===== src/hdl/lbpd_pkg.sv =====
// ----------------------------------------------------------------------------
// lbpd_pkg
// shared types, codes and constants of the two-led blink pattern driver
// ----------------------------------------------------------------------------
package lbpd_pkg;

    // led drive mode
    typedef enum logic [1:0] {
        MODE_ON     = 2'd0,
        MODE_OFF    = 2'd1,
        MODE_TOGGLE = 2'd2,
        MODE_BLINK  = 2'd3
    } led_mode_t;

    // kind of input word
    typedef enum logic {
        REQ_TICK = 1'b0,
        REQ_SET  = 1'b1
    } req_kind_t;

    // led numbers carried by a set-mode command
    localparam logic [1:0] LED_SEL_1 = 2'd1;
    localparam logic [1:0] LED_SEL_2 = 2'd2;

    localparam int CNT_W   = 14;
    localparam int BLINK_W = 16;
    localparam int VAL_W   = 16;

    localparam logic [CNT_W-1:0]   PRD_MIN     = CNT_W'(50);
    localparam logic [CNT_W-1:0]   PRD_MAX     = CNT_W'(10000);
    localparam logic [CNT_W-1:0]   BLINK_SHORT = CNT_W'(200);
    localparam logic [CNT_W-1:0]   BLINK_LONG  = CNT_W'(500);
    localparam logic [BLINK_W-1:0] BLINK_ONE   = BLINK_W'(1);

    // per-led command, already gated by the pipeline advance
    typedef struct packed {
        logic             tick;
        logic             set_hit;
        led_mode_t        mode;
        logic [VAL_W-1:0] value;
    } lbpd_cmd_t;

    // period clamp to 50..10000 ticks
    function automatic logic [CNT_W-1:0] clamp_period(input logic [VAL_W-1:0] value);
        logic [CNT_W-1:0] res;
        if (value > VAL_W'(PRD_MAX)) begin
            res = PRD_MAX;
        end else if (value < VAL_W'(PRD_MIN)) begin
            res = PRD_MIN;
        end else begin
            res = value[CNT_W-1:0];
        end
        return res;
    endfunction

endpackage


===== src/hdl/lbpd_led.sv =====
// ----------------------------------------------------------------------------
// lbpd_led
// state and update logic of one led: countdown, mode, period and blink group
// ----------------------------------------------------------------------------
module lbpd_led
    import lbpd_pkg::*;
(
    input  logic      aclk,
    input  logic      aresetn,
    input  lbpd_cmd_t cmd,
    output logic      lit_next
);

    led_mode_t            mode_reg,   mode_next;
    logic                 lit_reg;
    logic [CNT_W-1:0]     cd_reg,     cd_next;
    logic [CNT_W-1:0]     prd_reg,    prd_next;
    logic [BLINK_W-1:0]   total_reg,  total_next;
    logic [BLINK_W-1:0]   left_reg,   left_next;

    logic [BLINK_W-1:0]   total_fix;
    logic [BLINK_W-1:0]   left_eff;
    logic [BLINK_W-1:0]   set_total;

    always_comb begin
        total_fix = (total_reg == '0) ? BLINK_ONE : total_reg;
        left_eff  = (left_reg == '0) ? total_fix : left_reg;
        set_total = (cmd.value != '0) ? cmd.value : total_reg;
        if (set_total == '0) begin
            set_total = BLINK_ONE;
        end

        mode_next  = mode_reg;
        lit_next   = lit_reg;
        cd_next    = cd_reg;
        prd_next   = prd_reg;
        total_next = total_reg;
        left_next  = left_reg;

        if (cmd.tick) begin
            if (cd_reg != '0) begin
                cd_next = cd_reg - CNT_W'(1);
            end else begin
                unique case (mode_reg)
                    MODE_ON: begin
                        lit_next = 1'b1;
                        cd_next  = prd_reg;
                    end
                    MODE_OFF: begin
                        lit_next = 1'b0;
                        cd_next  = prd_reg;
                    end
                    MODE_TOGGLE: begin
                        lit_next = ~lit_reg;
                        cd_next  = prd_reg;
                    end
                    MODE_BLINK: begin
                        if (lit_reg) begin
                            // long gap after the last flash of a group
                            cd_next    = (left_reg != '0) ? BLINK_SHORT : BLINK_LONG;
                            lit_next   = 1'b0;
                            total_next = total_fix;
                            left_next  = left_eff;
                        end else begin
                            // empty group reloads before the flash
                            if (left_reg == '0) begin
                                total_next = total_fix;
                            end
                            cd_next   = BLINK_SHORT;
                            lit_next  = 1'b1;
                            left_next = left_eff - BLINK_W'(1);
                        end
                    end
                    default: begin
                        cd_next = prd_reg;
                    end
                endcase
            end
        end else if (cmd.set_hit) begin
            mode_next = cmd.mode;
            if (cmd.mode == MODE_BLINK) begin
                total_next = set_total;
                left_next  = set_total;
            end else begin
                prd_next = clamp_period(cmd.value);
            end
        end
    end

    always_ff @(posedge aclk) begin
        if (!aresetn) begin
            mode_reg  <= MODE_OFF;
            lit_reg   <= 1'b0;
            cd_reg    <= '0;
            prd_reg   <= PRD_MIN;
            total_reg <= '0;
            left_reg  <= '0;
        end else begin
            mode_reg  <= mode_next;
            lit_reg   <= lit_next;
            cd_reg    <= cd_next;
            prd_reg   <= prd_next;
            total_reg <= total_next;
            left_reg  <= left_next;
        end
    end

    a_cd_range: assert property (@(posedge aclk) disable iff (!aresetn)
        cd_reg <= PRD_MAX)
        else $error("countdown above maximum period");

    a_prd_range: assert property (@(posedge aclk) disable iff (!aresetn)
        (prd_reg >= PRD_MIN) && (prd_reg <= PRD_MAX))
        else $error("reload period outside clamp range");

    a_left_le_total: assert property (@(posedge aclk) disable iff (!aresetn)
        left_reg <= total_reg)
        else $error("blinks left exceeds blink total");

endmodule


===== src/hdl/led_blink_pattern_driver.sv =====
// ----------------------------------------------------------------------------
// led_blink_pattern_driver
// two-led driver stepping on one-millisecond ticks and set-mode commands
// ----------------------------------------------------------------------------
//
//  channel   dir  payload                                        handshake
//  s_axis    in   tuser: req_type; tdata: sel, mode, value       tvalid/tready
//  m_axis    out  tdata: led1_lit, led2_lit                      tvalid/tready
//
//  one word per cycle sustained while the result is not stalled; a word passes
//  the input register, then the led update into the result register
//  every input word gives exactly one result word holding both drive levels
//  aresetn is synchronous active low: clears the valid flags of both stages and all led state
//  a stalled result holds; the input register still takes a word while the
//  result waits, and s_axis_tready drops only when both stages are full
//
module led_blink_pattern_driver
    import lbpd_pkg::*;
(
    input  logic        aclk,
    input  logic        aresetn,

    input  logic        s_axis_tvalid,
    output logic        s_axis_tready,
    input  logic        s_axis_tuser,   // [0] req_type
    input  logic [23:0] s_axis_tdata,   // [1:0] led_select, [3:2] led_mode,
                                        // [19:4] period_or_blinks, [23:20] zero

    output logic        m_axis_tvalid,
    input  logic        m_axis_tready,
    output logic [7:0]  m_axis_tdata    // [0] led1_lit, [1] led2_lit, [7:2] zero
);

    // input register stage
    logic             in_valid_reg;
    logic             in_valid_next;
    req_kind_t        req_reg;
    logic [1:0]       sel_reg;
    led_mode_t        mode_reg;
    logic [VAL_W-1:0] val_reg;

    // result register stage
    logic             out_valid_reg;
    logic             out_valid_next;
    logic             led1_reg;
    logic             led2_reg;

    logic             s_accept;
    logic             out_ready;
    logic             advance;

    lbpd_cmd_t        cmd1;
    lbpd_cmd_t        cmd2;
    logic             led1_next;
    logic             led2_next;

    // result slot is free when empty or being drained this cycle
    assign out_ready     = !out_valid_reg || m_axis_tready;
    assign advance       = in_valid_reg && out_ready;
    assign s_axis_tready = !in_valid_reg || out_ready;
    assign s_accept      = s_axis_tvalid && s_axis_tready;

    always_comb begin
        in_valid_next  = in_valid_reg;
        out_valid_next = out_valid_reg;
        if (s_accept) begin
            in_valid_next = 1'b1;
        end else if (advance) begin
            in_valid_next = 1'b0;
        end
        if (advance) begin
            out_valid_next = 1'b1;
        end else if (m_axis_tready) begin
            out_valid_next = 1'b0;
        end
    end

    // per-led commands; unknown led numbers hit neither led
    always_comb begin
        cmd1.tick    = advance && (req_reg == REQ_TICK);
        cmd1.set_hit = advance && (req_reg == REQ_SET) && (sel_reg == LED_SEL_1);
        cmd1.mode    = mode_reg;
        cmd1.value   = val_reg;
        cmd2.tick    = cmd1.tick;
        cmd2.set_hit = advance && (req_reg == REQ_SET) && (sel_reg == LED_SEL_2);
        cmd2.mode    = mode_reg;
        cmd2.value   = val_reg;
    end

    lbpd_led u_led1 (
        .aclk     (aclk),
        .aresetn  (aresetn),
        .cmd      (cmd1),
        .lit_next (led1_next)
    );

    lbpd_led u_led2 (
        .aclk     (aclk),
        .aresetn  (aresetn),
        .cmd      (cmd2),
        .lit_next (led2_next)
    );

    always_ff @(posedge aclk) begin
        if (!aresetn) begin
            in_valid_reg  <= 1'b0;
            out_valid_reg <= 1'b0;
        end else begin
            in_valid_reg  <= in_valid_next;
            out_valid_reg <= out_valid_next;
        end
    end

    // payload registers, no reset
    always_ff @(posedge aclk) begin
        if (s_accept) begin
            req_reg  <= req_kind_t'(s_axis_tuser);
            sel_reg  <= s_axis_tdata[1:0];
            mode_reg <= led_mode_t'(s_axis_tdata[3:2]);
            val_reg  <= s_axis_tdata[19:4];
        end
        if (advance) begin
            led1_reg <= led1_next;
            led2_reg <= led2_next;
        end
    end

    assign m_axis_tvalid = out_valid_reg;
    assign m_axis_tdata  = {6'b0, led2_reg, led1_reg};

    a_stall_only_full: assert property (@(posedge aclk) disable iff (!aresetn)
        !s_axis_tready |-> (in_valid_reg && out_valid_reg))
        else $error("input stalled while a stage is free");

    a_advance_fills: assert property (@(posedge aclk) disable iff (!aresetn)
        advance |=> out_valid_reg)
        else $error("result register not filled after advance");

    a_result_hold: assert property (@(posedge aclk) disable iff (!aresetn)
        (m_axis_tvalid && !m_axis_tready) |=> (m_axis_tvalid && $stable(m_axis_tdata)))
        else $error("result word changed while stalled");

endmodule

===== config.mk =====
export PLATFORM = sky130hd
export DESIGN_NAME = led_blink_pattern_driver
export DESIGN_NICKNAME = d
export VERILOG_FILES = /design/src/hdl/lbpd_pkg.sv /design/src/hdl/lbpd_led.sv /design/src/hdl/led_blink_pattern_driver.sv
export SDC_FILE = /design/constraint.sdc
export NUM_CORES = 1
export LEC_CHECK = 0
export BUFFER_PORTS_ARGS = -buffer_cell sky130_fd_sc_hd__buf_2
export CAP_MARGIN = 20
export CORE_MARGIN = 4
export CORE_UTILIZATION = 40
export CTS_CLUSTER_DIAMETER = 100
export DETAILED_ROUTE_END_ITERATION = 8
export HOLD_SLACK_MARGIN = 0.15
export MAX_ROUTING_LAYER = met4
export PLACE_DENSITY = 0.54
export SETUP_SLACK_MARGIN = 0.4
export SLEW_MARGIN = 15
export SYNTH_ARGS = -nofsm -noshare
export SYNTH_HDL_FRONTEND = slang
export SYNTH_SLANG_ARGS = --single-unit

===== constraint.sdc =====
create_clock -name aclk -period 4.6 [get_ports aclk]
set_input_delay 0.23 -clock aclk [delete_from_list [all_inputs] [get_ports aclk]]
set_output_delay 0.23 -clock aclk [all_outputs]
set_load 0.02 [all_outputs]

# Yosys cells after proc, flatten, opt, wreduce, memory -nomap -nowiden
# Cells that the tools add are included.
dict set report classes {
  add_sub_neg 4
  n_lt_le_gt_ge 2
  eq_ne 15
  mux 52
  n_bitwise 5
  reduce_logical 38
}
# operator n
set op_table {}
lappend op_table {{$mux 16} 30}
lappend op_table {{$logic_not 16->1} 6}
lappend op_table {{$mux 14} 6}
lappend op_table {{$pmux 14 s2} 2}
lappend op_table {{$reduce_bool 16->1} 3}
lappend op_table {{$sub 16x1->16 const B} 2}
lappend op_table {{$reduce_bool 14->1} 2}
lappend op_table {{$sub 14x1->14 const B} 2}
lappend op_table {{$mux 9} 2}
lappend op_table {{$gt 16x14->1 const B} 1}
lappend op_table {{$lt 16x6->1 const B} 1}
lappend op_table {{$eq 2x2->1 const B} 6}
lappend op_table {{$mux 1} 10}
lappend op_table {{$reduce_and 5->1} 2}
lappend op_table {{$reduce_bool 2->1} 5}
lappend op_table {{$pmux 1 s4} 2}
lappend op_table {{$reduce_and 4->1} 2}
lappend op_table {{$eq 2x1->1 const B} 3}
lappend op_table {{$logic_and 1x1->1} 6}
lappend op_table {{$ne 3x1->1 const B} 2}
lappend op_table {{$reduce_and 3->1} 2}
lappend op_table {{$reduce_or 3->1} 2}
lappend op_table {{$not 1->1} 5}
lappend op_table {{$logic_not 2->1} 2}
lappend op_table {{other kinds (5)} 10}
dict set report word_totals {
  ff_bits 151
  out_inout_bits 10
  word_cells 136
}

# Longest topological paths before layout
# Gate-level depths: netlist of run 1.
dict set report depth {
  word_depth 8
  ltp_mapped 15
  depth_no_buf 12
}

# Modules after synthesis
# A second synthesis of run 1 with hierarchy kept.
dict set report unflattened {
  cells_unflattened 1015
  hier_area_um2 8475.6
}
# module instances cells_per_inst area_each_um2
set by_module_without_submodules {}
lappend by_module_without_submodules {{lbpd_led (u_led1)} 1 486 3898.7}
lappend by_module_without_submodules {{lbpd_led (u_led2)} 1 483 3688.5}
lappend by_module_without_submodules {led_blink_pattern_driver 1 46 888.4}

# Least setup slack after synthesis of run 1
# No wires, ideal clock.
dict set report synth_path {
  path_type {reg-to-reg}
  startpoint {register u_led1.left_reg[8]}
  endpoint {register u_led1.left_reg[10]}
  arrival_ps 3081
  required_ps 4481
  setup_slack_ps 1400
  stages_incl_launch_ff 14
  period_less_slack_ps 3200
  cell_sequence {dfxtp_1 > or4_1 > or4_1 > nor2_1 > buf_2 > a21oi_1 > ha_1 > nand2b_1 > clkbuf_1 > a211oi_1 > nor2b_1 > mux2i_1 > a31oi_1 > o221a_2}
}
dict set report synth_via {
  elab_chain_cells 7
}
# element line
set synth_lines {}
lappend synth_lines {{from (decl)} lbpd_led.sv:19} ;# logic [BLINK_W-1:0] left_reg, left_next;
lappend synth_lines {{from (signal assigned)} lbpd_led.sv:104} ;# left_reg <= left_next;
lappend synth_lines {{$logic_not 16->1} lbpd_led.sv:27} ;# left_eff = (left_reg == '0) ? total_fix : left_reg;
lappend synth_lines {{$mux 16 (*)} lbpd_led.sv:27}
lappend synth_lines {{$sub 16x1->16} lbpd_led.sv:71} ;# left_next = left_eff - BLINK_W'(1);
lappend synth_lines {{$mux 16 (*)} lbpd_led.sv:58} ;# if (lit_reg) begin
lappend synth_lines {{$mux 16 (*)} lbpd_led.sv:44} ;# unique case (mode_reg)
lappend synth_lines {{$mux 16 (*)} lbpd_led.sv:41} ;# if (cd_reg != '0) begin
lappend synth_lines {{$mux 16 (*)} lbpd_led.sv:40} ;# if (cmd.tick) begin
# Every way passes the cells marked *; elsewhere a longest branch is shown, timed or not. The select of a mux whose other input is x is not followed.
# A chain may end at the register's enable or synchronous reset.

# Worst setup path in the final report of run 1
dict set report layout_path {
  startpoint {register val_reg[12]}
  endpoint {register u_led2.total_reg[3]}
}
dict set report layout_via {
  elab_chain_cells 7
}
# element line
set layout_lines {}
lappend layout_lines {{from (decl)} led_blink_pattern_driver.sv:40} ;# logic [VAL_W-1:0] val_reg;
lappend layout_lines {{from (signal assigned)} led_blink_pattern_driver.sv:120} ;# val_reg <= s_axis_tdata[19:4];
lappend layout_lines {{$reduce_bool 16->1} lbpd_led.sv:28} ;# set_total = (cmd.value != '0) ? cmd.value : total_reg;
lappend layout_lines {{$mux 16 (*)} lbpd_led.sv:28}
lappend layout_lines {{$logic_not 16->1} lbpd_led.sv:29} ;# if (set_total == '0) begin
lappend layout_lines {{$mux 16 (*)} lbpd_led.sv:29}
lappend layout_lines {{$mux 16 (*)} lbpd_led.sv:81} ;# if (cmd.mode == MODE_BLINK) begin
lappend layout_lines {{$mux 16 (*)} lbpd_led.sv:79} ;# end else if (cmd.set_hit) begin
lappend layout_lines {{$mux 16 (*)} lbpd_led.sv:40}
lappend layout_lines {{to (signal assigned)} lbpd_led.sv:103} ;# total_reg <= total_next;
lappend layout_lines {{to (decl)} lbpd_led.sv:18} ;# logic [BLINK_W-1:0] total_reg, total_next;
# Marked as above.

==> results of run 1 <==
[through the flow]
stage / cells / cell area (sq um) / total power, mW / util (%) / hold WS, ns
floorplan: 994 / 8000 / 1.76 / - / 0.329
global placement: 1232 / 8290 / 1.87 / 42.4 / 0.406
detailed placement: 1232 / 8290 / 1.87 / 42.4 / 0.408
CTS: 1287 / 9100 / 3.30 / 46.6 / 0.314
global route: 1288 / 9120 / 3.41 / 46.7 / 0.369
finish: 1288 / 9120 / 3.29 / 46.7 / 0.320
[worst paths after layout]
path | to | slack [ns] | cells after the start
worst min register to register | u_led1.prd_reg[2] | 0.46 | 2
worst min-delay path | u_led1.total_reg[5] | 0.32 | 3
worst max register to register | u_led2.total_reg[3] | 1.16 | 8
worst max-delay path | u_led2.total_reg[3] | 1.16 | 8
[synthesized netlist by cell type, drive strengths merged, types with 3 or more instances]
cell | n | area [sq um]
o21ai | 64 | 320
a211oi | 25 | 188
nor4 | 24 | 163
o221a | 6 | 67.6
buf | 16 | 95.1
clkbuf | 52 | 195
o21a | 3 | 22.5
nand4 | 6 | 37.5
and2 | 9 | 56.3
a311oi | 4 | 35.0
a22o | 10 | 87.6
or4 | 14 | 105
o31ai | 9 | 67.6
mux2i | 10 | 100
or2 | 11 | 68.8
dfxtp | 128 | 2560
edfxtp | 23 | 691
o2111ai | 3 | 26.3
nand2 | 83 | 312
a211o | 5 | 43.8
inv | 13 | 48.8
o41ai | 4 | 53.8
a21o | 8 | 60.1
o22ai | 4 | 25.0
o31a | 3 | 26.3
a311o | 3 | 30.0
a2111oi | 4 | 35.0
nand2b | 7 | 43.8
ha | 4 | 50.1
a21oi | 135 | 679
nor2b | 6 | 37.5
nor2 | 105 | 394
xnor2 | 14 | 123
a31oi | 15 | 93.8
or3 | 19 | 124
xor2 | 10 | 87.6
o211ai | 14 | 105
a22oi | 16 | 120
nand3 | 30 | 150
nor3 | 48 | 257
[worst register-to-register path, stage by stage (launching register included)]
cell      delay (ns)
edfxtp_1        0.59
or4_1           0.66
nor3_2          0.42
o311a_1         0.32
o41ai_4         0.09
buf_4           0.21
nor3_4          0.40
a22o_1          0.48
a22o_1          0.20
[cell type report]
cell class	count	area (sq um)
timing repair buffer	65	475
clock inverter	14	136
inverter	13	48.8
multi-input combinational	762	4430
sequential	151	3250
fill	2002	10400
clock buffer	18	450
tap	265	332
[power groups by stage]
stage	combinational [mW]	sequential (mW)	clock (mW)
2_1_floorplan	0.324	1.43	0
3_3_place_gp	0.412	1.46	0
3_5_place_dp	0.412	1.46	0
4_1_cts	0.429	1.43	1.44
5_1_grt	0.483	1.43	1.50
6_report	0.432	1.43	1.43
[layer usage]
metal	vias to the layer above	GRT usage (%)
li1	3725	-
met1	3603	33.0
met2	224	35.4
met3	36	3.62
met4	0	6.22
met5	-	-
[placed cells by master (no fill, tap or decap), types with 7 or more instances in the layout]
master / netlist / final
o21ai_0: 62 / 62
nand2_1: 83 / 83
dfxtp_1: 128 / 128
a22oi_1: 16 / 16
nor3_1: 46 / 46
buf_2: 4 / 28
a21o_1: 8 / 8
clkbuf_16: 0 / 18
a211oi_1: 25 / 25
a21oi_1: 134 / 133
o211ai_1: 14 / 14
o31ai_1: 9 / 9
dlygate4sd3_1: 0 / 23
and2_1: 9 / 9
nand2b_1: 7 / 7
xnor2_1: 14 / 14
or2_2: 11 / 11
xor2_1: 10 / 10
or4_1: 14 / 14
a31oi_1: 15 / 15
nor4_1: 22 / 22
inv_1: 13 / 12
mux2i_1: 10 / 10
or3_1: 18 / 18
edfxtp_1: 23 / 23
nor2_1: 105 / 104
a22o_1: 10 / 10
nand3_1: 30 / 30
buf_4: 8 / 14
[logic make-up (layout without fill, tap and decap cells)]
group / count (synthesis) / in the layout / share of synthesized area, %
other: 1 / 6 / 0.0470
adders and majority gates: 4 / 4 / 0.627
muxes: 12 / 12 / 1.54
buffers and inverters: 81 / 110 / 4.25
AOI/OAI and AO/OA: 346 / 346 / 27.5
DFF: 151 / 151 / 40.8
and+or+nand+nor: 370 / 370 / 22.7
xor gates and xnor gates: 24 / 24 / 2.63
==> summary.txt, run 1 <==
Run status
  – Run status: finished clean

Worst setup path
  – Crit path launch type: register
  – Worst r2r src: val_reg[12]
  – Crit-path slowest cell: or4_1
  – Critical path peak fanout: 13
  – Worst path most repeated cell: a22o_1
  – Critical path type: register to register
  – WP buf/inv: 1
  – Critical Path End Type: register
  – CP Data Required Time: 4.97 ns
  – Crit path cell chain: or4_1 -> nor3_2 -> o311a_1 -> o41ai_4 -> buf_4 -> nor3_4 -> a22o_1 -> a22o_1
  – Crit path launch: val_reg[12]
  – Delay-heaviest family, CP: simple AND/OR/NAND/NOR gates
  – CP max stage delay: 0.65 ns
  – Worst path arrival time: 3.81 ns

Layout
  – ANT cells: 0
  – Number of nets in the layout: 1043
  – Layout area overhead: 14.3%
  – Layout cells sized above 1: 10.4%

Pwr
  – Comb pwr share: 13.2%
  – Pwr/cell area: 360 nW/um^2
  – Internal: 2.33 mW
  – Peak VDD IR: 245 uV
  – Clock power frac: 43.4%
  – Sw Ratio: 29.1%
  – Seq pwr share: 43.5%
  – LEAKAGE: 3.36 nW
  – Sw Pwr: 0.955 mW

Synthesis
  – Cell variety after synth: 66
  – Seq cells post-synth: 151
  – Synthesis warning total: 0
  – Avg Cell Area, Syn: 8.07 sq um
  – Seq/Total Area, Yosys: 40.8%
  – Synth Instances: 989
  – Asr flop ratio synth: 0%
  – Post-synth EDFFs: 23
  – Post-synth top flop: dfxtp_1
  – Mapped cell area: 7980 sq um

STA
  – Final WS setup: 1.16 ns
  – Fmax achieved: 291 MHz
  – Setup_tns: 0 ns
  – RSZ-0062 raised after global routing: false
  – Clock skew: 0.0120 ns
  – Final worst-path cycle share: 74.7%
  – Period minus WS final: 3.44 ns
  – Headroom to the max-slew limit: 33.4%
  – Slew @ Worst Pin: 0.998 ns
  – Final hold violation count: 0
  – Final Setup Violations: 0
  – Fin. max-slew vios: 0

Clock tree
  – CTS max path bufs: 2
  – CTS Buf Count: 17
  – CTS tree: built
  – Cts-stage hold buffer count: 23
  – Clk root buf: clkbuf_16
  – CTS Sinks: 151
  – CTS H-tree lvls: 4
  – Cts repair resizes: 0
  – Worst skew pair latency: 0.44 ns
  – Setup bufs post-CTS: 0
  – Clk slew on worst S/H paths: 0.07 ns

Die
  – Die Ht: 149 um
  – IO Count: 39
  – Initial core utilization: 40.9%
  – Core footprint: 19500 sq um
  – Die W: 149 um
  – Row count: 51
  – DIE AREA: 22300 sq um

Routing
  – Vias per inst: 5.89
  – M1 WL: 12400 um
  – Via count: 7588
  – ANT nets after route: 0
  – Violation count after the first detailed-route iteration: 669
  – Drt pass-1 iters: 5
  – Met3 wire length: 1100 um
  – Metal2 WL: 11200 um
  – # DRC: 0
  – Routed WL per cell: 19.5 um
  – Routed WL: 25100 um
  – Top layer used by detailed routing: met4

GRT
  – Gr usage total: 23.5%
  – Vias in the first global route: 7180
  – Initial antenna violation count: 0
  – First-pass GRT wire length: 40100 um
  – Largest net degree at the start of global routing: 50
  – Congestion Overflow GR: 0

Placement
  – Global placement routability congestion: 0.866
  – Post-DP HPWL: 16900 um
  – Port bufs: 28
  – DP Worst Slack: 1.20 ns

Job
  – Max Cap Viol: 0

Worst hold path
  – Worst hold path class: input port to register
  – Hold_sp: aresetn
No activity file was read; power rests on OpenSTA's default activity.
==> run 2: changes to the inputs <==
- clock period: 4.6 -> 3.2 ns (I/O delays scaled with it)
==> run 2 against run 1 <==
  * Critical path depth rose by 3
  * Cell area grew 7.8%
  * Clock power rose by 43%
  * Via count up 4.2%
  * Count of clock-buffer cells in the layout down 1
  * Largest power group is now the clock network
==> summary.txt, run 2 (synthesis results as in run 1) <==
Layout
  – Layout cells sized above 1: 19.3% (+9.0 points)
  – Final instance area: 9840 sq um (+7.8%)
  – Number of nets in the layout: 1111 (+6.5%)
  – Commonest cells after routing, fill and taps aside: 129 x a21oi_1, 118 x dfxtp_1, 102 x nor2_1
  – Layout Utilization: 50.4% (+3.7 points)
  – ANT cells: 0 (unchanged)
  – Layout area overhead: 23.3%
  – Commonest non-fill, non-tap cell in the layout: a21oi_1

Clock tree
  – CTS Buf Count: 17 (unchanged)
  – Clk slew on worst S/H paths: 0.06 ns (about the same)
  – CTS max path bufs: 2 (unchanged)
  – Worst skew pair latency: 0.43 ns (about the same)
  – CTS H-tree lvls: 4 (unchanged)
  – CTS Sinks: 151 (unchanged)
  – CTS tree: built
  – Clk root buf: clkbuf_16

STA
  – RSZ-0062 raised after global routing: true
  – Period minus WS final: 2.72 ns (-0.715 ns)
  – Clock skew: 0.0103 ns (-0.00167 ns)
  – Setup_tns: 0 ns (unchanged)
  – Final hold violation count: 0 (unchanged)
  – Fin. max-slew vios: 0 (unchanged)
  – Slew @ Worst Pin: 1.04 ns (+0.0422 ns)
  – Fmax achieved: 368 MHz (+26%)
  – WHS: 0.438 ns (+0.118 ns)
  – Headroom to the max-slew limit: 30.4% (-3.0 points)
  – Final Setup Violations: 0 (unchanged)
  – Final worst-path cycle share: 85.0% (+10 points)

Pwr
  – LEAKAGE: 3.75 nW (+12%)
  – Pwr/cell area: 489 nW/um^2 (+36%)
  – Peak VDD IR: 480 uV (+96%)

GRT
  – Largest net degree at the start of global routing: 65 (+30%)
  – Vias in the first global route: 7552 (+5.2%)
  – Initial antenna violation count: 0 (unchanged)
  – Gr usage total: 24.3% (+0.82 points)
  – Congestion Overflow GR: 0 (unchanged)
  – First-pass GRT wire length: 41400 um (+3.2%)

Worst setup path
  – Worst setup path end: u_led1.left_reg[10]
  – Critical Path End Type: register
  – Reg2Reg Setup Slack: 0.48 ns (-0.69 ns)
  – R2R cell count: 11 (+3)
  – Crit path launch type: register
  – Worst r2r src: u_led1.left_reg[9]
  – Worst R2R End: u_led1.left_reg[10]
  – Crit path launch: u_led1.left_reg[9]
  – Worst path arrival time: 3.04 ns (-0.77 ns)
  – Critical path peak fanout: 4 (-9)
  – Critical path type: register to register
  – CP Data Required Time: 3.52 ns (-1.45 ns)

Die
  – Die Ht: 149 um (unchanged)
  – Die W: 149 um (unchanged)
  – Initial core utilization: 40.9% (unchanged)
  – IO Count: 39 (unchanged)
  – DIE AREA: 22300 sq um (unchanged)
  – Core footprint: 19500 sq um (unchanged)
  – Row count: 51 (unchanged)

Routing
  – Routed WL per cell: 19.1 um (-1.7%)
  – Vias per inst: 5.83 (-1.0%)
  – ANT nets after route: 0 (unchanged)
  – Violation count after the first detailed-route iteration: 651 (-2.7%)
  – Via count: 7909 (+4.2%)
  – # DRC: 0 (unchanged)
  – Drt pass-1 iters: 7 (+2)
  – Routed WL: 26000 um (+3.5%)

Placement
  – Global placement routability congestion: 0.886 (+2.4%)
  – Port bufs: 28 (unchanged)
  – Placed Area: 8710 sq um (+5.1%)
  – Post-DP HPWL: 17800 um (+5.2%)

Run status
  – Run status: finished clean

Job
  – Max Cap Viol: 0 (unchanged)

Worst hold path
  – Worst hold path class: input port to register
==> run 2: cell count changes in the layout (fill, tap and decap cells not counted), moves of 3 or more <==
cell / before / now
a21oi_1: 133 / 129
a21oi_2: 2 / 6
buf_4: 14 / 76
clkinvlp_4: 3 / 0
dfxtp_1: 128 / 118
dfxtp_2: 0 / 10
nor4_1: 22 / 17
nor4_2: 2 / 7
or4_1: 14 / 9
or4_4: 0 / 5
==> run 2: cell type report <==
class	instances	area, sq um
Fill cell	1891	9690
Multi-Input combinational cell	763	4600
Sequential cell	151	3270
Timing Repair Buffer	132	1000
Clock buffer	17	425
Tap cell	265	332
Clock inverter	15	166
Inverter	13	48.8
==> run 2: routing by layer <==
metal,track usage [%],share of wire (%)
met1,34.8,49
met2,34.2,43
met3,4.25,5.0
met4,8.92,2.9
met5,-,0
==> run 2: stage by stage <==
stage / power (mW) / std cells / worst slack, ns
5_1_grt: 5.00 / 1356 / 0.357
4_1_cts: 4.81 / 1352 / 0.399
3_3_place_gp: 2.73 / 1282 / 0.269
6_report: 4.81 / 1356 / 0.479
2_1_floorplan: 2.54 / 994 / 0.299
3_5_place_dp: 2.73 / 1282 / 0.251
==> run 2: worst min-delay path by stage <==
stage	cells after the start	end	start
global route	2	mode_reg[1]	s_axis_tdata[3]
floorplan	0	mode_reg[0]	s_axis_tdata[2]
global placement	1	val_reg[11]	s_axis_tdata[15]
detailed placement	1	sel_reg[1]	s_axis_tdata[1]
finish	2	val_reg[14]	s_axis_tdata[18]
CTS	2	sel_reg[0]	s_axis_tdata[0]
==> run 2: critical path: stages, from the launching register on <==
cell and delay (ns):
dfxtp_2 0.32, or4_4 0.53, or4_4 0.52, nor2_4 0.18
a21oi_2 0.08, ha_2 0.20, nand2b_4 0.09, a211oi_2 0.06
nor2b_4 0.14, mux2i_1 0.15, a31oi_1 0.10, o221a_2 0.24
==> run 2: power breakdown <==
part / total (mW) / switching, mW / leakage (nW) / internal [mW]
sequential: 2.03 / 0.0520 / 1.26 / 1.98
combinational: 0.730 / 0.432 / 2.20 / 0.298
clock: 2.05 / 0.882 / 0.287 / 1.17
total: 4.81 / 1.37 / 3.75 / 3.44
==> run 2: repair_timing <==
action	in CTS	in global routing
resized for setup	12	28
hold buffers	25	0
endpoints found under the hold margin	31	0
cloned	1	0
setup endpoints to repair	17	41
pin swaps	11	7
buffers inserted	12	4
